## src/ikl_pkg.sv

```systemverilog
`default_nettype none

package ikl_pkg;

    localparam int CORDIC_STAGES  = 16;
    localparam int ATAN_TABLE_LEN = 24;
    localparam int CORDIC_USED    = (CORDIC_STAGES < ATAN_TABLE_LEN) ?
                                    CORDIC_STAGES : ATAN_TABLE_LEN;

    localparam int SQRT_D_STEPS = 24;
    localparam int SQRT_C_STEPS = 17;
    localparam int DIV_STEPS    = 18;
    localparam int ACOS_LAT     = DIV_STEPS + SQRT_C_STEPS + CORDIC_USED + 4;
    localparam int PIPE_LEN     = SQRT_D_STEPS + 4 + ACOS_LAT;

    localparam logic [1:0] REG_UPPER = 2'd0;
    localparam logic [1:0] REG_LOWER = 2'd1;
    localparam logic [1:0] REG_REACH = 2'd2;

    localparam logic [14:0] UPPER_RESET = 15'd7040;
    localparam logic [14:0] LOWER_RESET = 15'd8320;
    localparam logic [15:0] REACH_RESET = 16'd15040;

    localparam logic signed [26:0] DEG90  = 27'sd5898240;
    localparam logic signed [26:0] DEG180 = 27'sd11796480;
    localparam logic [16:0]        ONE_Q16 = 17'd65536;

    typedef struct packed {
        logic [47:0] rad;
        logic [23:0] root;
        logic [25:0] rem;
    } sqrt_t;

    typedef struct packed {
        logic [39:0] rem;
        logic [39:0] den;
        logic [17:0] quo;
        logic        neg;
        logic        sat;
    } div_t;

    typedef struct packed {
        logic signed [33:0] x;
        logic signed [33:0] y;
        logic signed [26:0] ang;
    } cordic_t;

    function automatic logic signed [26:0] atan_entry(input logic [4:0] idx);
        logic signed [26:0] v;
        unique case (idx)
            5'd0:    v = 27'sd2949120;
            5'd1:    v = 27'sd1740967;
            5'd2:    v = 27'sd919879;
            5'd3:    v = 27'sd466945;
            5'd4:    v = 27'sd234379;
            5'd5:    v = 27'sd117304;
            5'd6:    v = 27'sd58666;
            5'd7:    v = 27'sd29335;
            5'd8:    v = 27'sd14668;
            5'd9:    v = 27'sd7334;
            5'd10:   v = 27'sd3667;
            5'd11:   v = 27'sd1833;
            5'd12:   v = 27'sd917;
            5'd13:   v = 27'sd458;
            5'd14:   v = 27'sd229;
            5'd15:   v = 27'sd115;
            5'd16:   v = 27'sd57;
            5'd17:   v = 27'sd29;
            5'd18:   v = 27'sd14;
            5'd19:   v = 27'sd7;
            5'd20:   v = 27'sd4;
            5'd21:   v = 27'sd2;
            5'd22:   v = 27'sd1;
            default: v = 27'sd0;
        endcase
        return v;
    endfunction

    // Scales both operands by 2^14 and brings a left half-plane vector
    // into the right half-plane by a quarter turn.
    function automatic cordic_t cordic_prerotate(input logic signed [17:0] y,
                                                 input logic signed [17:0] x);
        logic signed [33:0] xs;
        logic signed [33:0] ys;
        cordic_t r;
        xs = {{2{x[17]}}, x, 14'b0};
        ys = {{2{y[17]}}, y, 14'b0};
        if (x[17]) begin
            if (!y[17]) begin
                r.x   = ys;
                r.y   = -xs;
                r.ang = DEG90;
            end
            else begin
                r.x   = -ys;
                r.y   = xs;
                r.ang = -DEG90;
            end
        end
        else begin
            r.x   = xs;
            r.y   = ys;
            r.ang = '0;
        end
        return r;
    endfunction

endpackage

`default_nettype wire

```

## src/ikl_sqrt_cell.sv

```systemverilog
`default_nettype none

module ikl_sqrt_cell (
    input  logic           clk,
    input  logic           en,
    input  ikl_pkg::sqrt_t d_in,
    output ikl_pkg::sqrt_t d_out
);

    ikl_pkg::sqrt_t d_reg;
    ikl_pkg::sqrt_t d_next;
    logic [27:0]    rem_sh;
    logic [27:0]    trial;

    always_comb
    begin
        rem_sh     = {d_in.rem, d_in.rad[47:46]};
        trial      = {2'b00, d_in.root, 2'b01};
        d_next.rad = {d_in.rad[45:0], 2'b00};
        if (rem_sh >= trial)
        begin
            d_next.rem  = 26'(rem_sh - trial);
            d_next.root = {d_in.root[22:0], 1'b1};
        end
        else
        begin
            d_next.rem  = rem_sh[25:0];
            d_next.root = {d_in.root[22:0], 1'b0};
        end
    end

    always_ff @(posedge clk)
    begin
        if (en)
        begin
            d_reg <= d_next;
        end
    end

    assign d_out = d_reg;

endmodule

`default_nettype wire

```

## config.mk

```make
export PLATFORM = sky130hd
export DESIGN_NAME = ikl_sqrt_cell
export DESIGN_NICKNAME = d
export VERILOG_FILES = /design/src/ikl_pkg.sv /design/src/ikl_sqrt_cell.sv
export SDC_FILE = /design/constraint.sdc
export NUM_CORES = 1
export LEC_CHECK = 0
export BUFFER_PORTS_ARGS = -buffer_cell sky130_fd_sc_hd__buf_2
export CAP_MARGIN = 20
export CORE_MARGIN = 2
export CORE_UTILIZATION = 30
export CTS_CLUSTER_DIAMETER = 30
export CTS_CLUSTER_SIZE = 20
export DETAILED_ROUTE_END_ITERATION = 12
export GPL_ROUTABILITY_DRIVEN = 0
export HOLD_SLACK_MARGIN = 0.08
export PLACE_DENSITY = 0.66
export SYNTH_ARGS = -nofsm -noshare
export SYNTH_HDL_FRONTEND = slang
export SYNTH_SLANG_ARGS = --single-unit
export TNS_END_PERCENT = 5
```

## constraint.sdc

```tcl
create_clock -name clk -period 1.95 [get_ports clk]
set_input_delay 0.195 -clock clk [delete_from_list [all_inputs] [get_ports clk]]
set_output_delay 0.195 -clock clk [all_outputs]
set_load 0.1 [all_outputs]
```

==> implementation parameters <==
Parameter                              Value

Outcome
  Status    completed

Synthesis
  Share of the synthesized area in the top cell type    61.26%
  Post-synthesis async set-or-reset flop share    0%
  Number of register bits inferred by synthesis    96
  Post-Syn Area per Cell    12.13 sq um
  Ys Warns    0
  Xor-xnor portion of the synthesized cell area    4.281%
  Most used DFF post-synth    sky130_fd_sc_hd__edfxtp_1
  Synthesized-area fraction occupied by ao, oa, aoi and oai cells    14.17%
  Top cell types by occurrence after synthesis    96 x sky130_fd_sc_hd__edfxtp_1, 48 x sky130_fd_sc_hd__nand2_1, 31 x sky130_fd_sc_hd__inv_1, 31 x sky130_fd_sc_hd__o21ai_0, 26 x sky130_fd_sc_hd__ha_1
  Number of flops mapped to enable cells by yosys    96
  Adder-cell share of the synthesized area    6.913%
  Mux share of post-synthesis cell area    0.2393%
  Combinational family with the most area after synthesis    compound AO/OA/AOI/OAI gates
  Cell accounting for the most synthesized area    sky130_fd_sc_hd__edfxtp_1
  Count leader, synth    sky130_fd_sc_hd__edfxtp_1
  Netlist cell types    46
  Cell area after synthesis    4706 sq um
  Ranking of synthesized cells by area    sky130_fd_sc_hd__edfxtp_1 61%, sky130_fd_sc_hd__ha_1 6.9%, sky130_fd_sc_hd__nand2_1 3.8%
  Register area share after synthesis    61.26%
  Cell count after synthesis    388
  Synth Area in Simple Gates    8.748%

Drt
  Vias after detailed routing    4310
  DR iter-0 viols    156
  Number of nets still failing antenna checks after routing    0
  First-pass DRT Iterations    5
  Vias per inst    4.571
  Drt wl/cell    15.18 um
  Sum of routed wire length over all layers    14310 um
  DRC Markers    0

Die
  Initial cell density of the core    30.84%
  Core box area    15260 sq um
  Area of the die    16700 sq um
  DIE WIDTH    129.2 um
  Row cnt    45
  Vertical die dimension    129.2 um
  Number of I/O pins    198

Cells and area
  Flip-flop count of the largest register, all copies and words added    96
  Number of antenna diodes    0
  Area grow syn2layout    65.30%
  Final-stage net count    853
  Area of all placed cells without fillers    7779 sq um
  Layout cells sized above 1    46.72%
  Final std cells w/o fill    943

Worst setup path
  Kind of start point of the critical path    primary input
  Sum of buffers and inverters on the critical path    4
  Cell with the largest stage delay on the worst path    sky130_fd_sc_hd__ha_1
  Cells along the critical path    buf_2 -> inv_1 -> ha_1 -> buf_4 -> nand2_1 -> nand2_1 -> buf_4 -> o2111ai_1 -> nand4_1 -> a31oi_2 -> xnor2_1 -> o21ai_1
  Critical path data required time    2060 ps
  Signal arrival time at the worst endpoint    2000 ps
  Largest fanout of any net on the critical path    3
  Type of destination of the critical path    flip-flop
  Delay contributed by the slowest stage of the critical path    330 ps
  Family with the most delay on the worst path    compound AO/OA/AOI/OAI gates
  Critical path start-end classification    in2reg

Global route
  Wire length of the first global-routing pass    21840 um
  Overflow left after global routing    0
  Initial antenna violation count    0
  Total routing usage reported by global routing    16.95%
  Vias in the first global route    4500
  Largest net degree at the start of global routing    54

STA
  Final count of hold timing violations    0
  Final critical-path share of the clock period    96.98%
  Slew at the pin closest to its max-slew limit    515.9 ps
  Post-layout min period    1891 ps
  Remaining max-slew budget at the tightest pin    65.85%
  Final Slew Violations    0
  Highest clock rate    0.5288 GHz
  Final setup viols    0
  Setup repair after global routing missed its margin    yes
  Worst hold slack after final layout    117.7 ps

CTS
  Max H-tree Level    3
  CTS sink cnt    96
  Cell chosen for the clock root    sky130_fd_sc_hd__clkbuf_16
  Clock-pin slew of the registers on the worst-case setup and hold paths    70 ps
  TritonCTS clock tree    built
  CTS Buf Count    9
  Number of buffers on the longest clock path    2

Pwr
  Power density of the placed cells    957.2 nW/um^2
  Design Power    7.446 mW
  Static power due to leakage    3.371 nW
  Worst vdd ir    416.2 uV

Worst hold path
  Hold crit path type    in2reg
  Hold-critical path endpoint    d_out[31]
  Startpoint of the lowest-slack hold path    d_in[30]
  Cell depth of the worst min-delay path    2

Place
  Cell total after placement    860
  Standard cell area after detailed placement    6725 sq um
  HPWL Detailed    10350 um
  Number of buffer cells added on primary ports    195

Run
  Number of maximum-capacitance violations    0
[metrics by stage]
step	utilization (%)	setup WS, ps	TNS (ps)
global placement	44.08	-384.9	-5748
detailed placement	44.08	-409.0	-7176
finish	50.98	58.91	0
floorplan	-	-0.9686	-0.9686
CTS	50.41	11.90	0
global route	50.98	-59.47	-168.7
[worst max-delay path by stage]
stage,from,end,slack (ps),cells past startpoint
2_1_floorplan,d_in[37],d_out[22],-1,10
3_3_place_gp,d_in[26],d_out[23],-380,10
3_5_place_dp,d_in[26],d_out[23],-410,10
4_1_cts,d_in[26],d_out[23],10,10
5_1_grt,d_in[31],d_out[22],-60,12
6_report,d_in[31],d_out[18],60,12
[cell type report]
type	instances	area, sq um
Clock buffer	9	225.2
Clock inverter	7	80.08
Fill cell	1350	7480
Inverter	31	123.9
Multi-Input combinational cell	245	1878
Sequential cell	96	2883
Tap cell	211	264.0
Timing Repair Buffer	344	2325
[cell families (layout without fill, tap and decap cells)]
kind of cell    Yosys count  count (layout)
simple gates             93              93
compound gates          100             100
fa+ha+maj                26              26
flops                    96              96
other cells               1               2
mux                       1               1
xor+xnor                 23              23
buf+inv                  48             391
[power by group]
part | leakage [nW] | internal [mW] | switching, mW | total [mW]
registers | 0.939 | 2.53 | 0.0569 | 2.59
clock network | 0.143 | 1.01 | 0.835 | 1.85
logic | 2.29 | 0.787 | 2.22 | 3.01
total | 3.37 | 4.33 | 3.11 | 7.45
[metal layers]
layer,global-route usage (%),vias up,share of wire (%)
li1,-,2093,-
met1,19.96,2027,41
met2,30.71,172,51
met4,6.330,0,1.4
met3,3.097,18,7.1
met5,0,-,0
[cells in the final DEF (no fill, tap or decap), drive strengths merged, types with 7 or more instances in the layout]
cell	n
buf	278
edfxtp	96
dlygate4sd3	66
nand2	48
o21ai	40
inv	33
ha	26
a21oi	22
nor2	17
xor2	12
xnor2	11
clkbuf	9
a21o	7
a211oi	7
[what timing repair did]
action	in CTS	in global routing
buffers inserted	0	1
gates resized for setup	1	23
cloned	0	0
hold buffers	66	0
endpoints found under the setup margin	1	27
endpoints found under the hold margin	66	0
pin swaps	1	6
No activity file was read; power rests on OpenSTA's default activity.
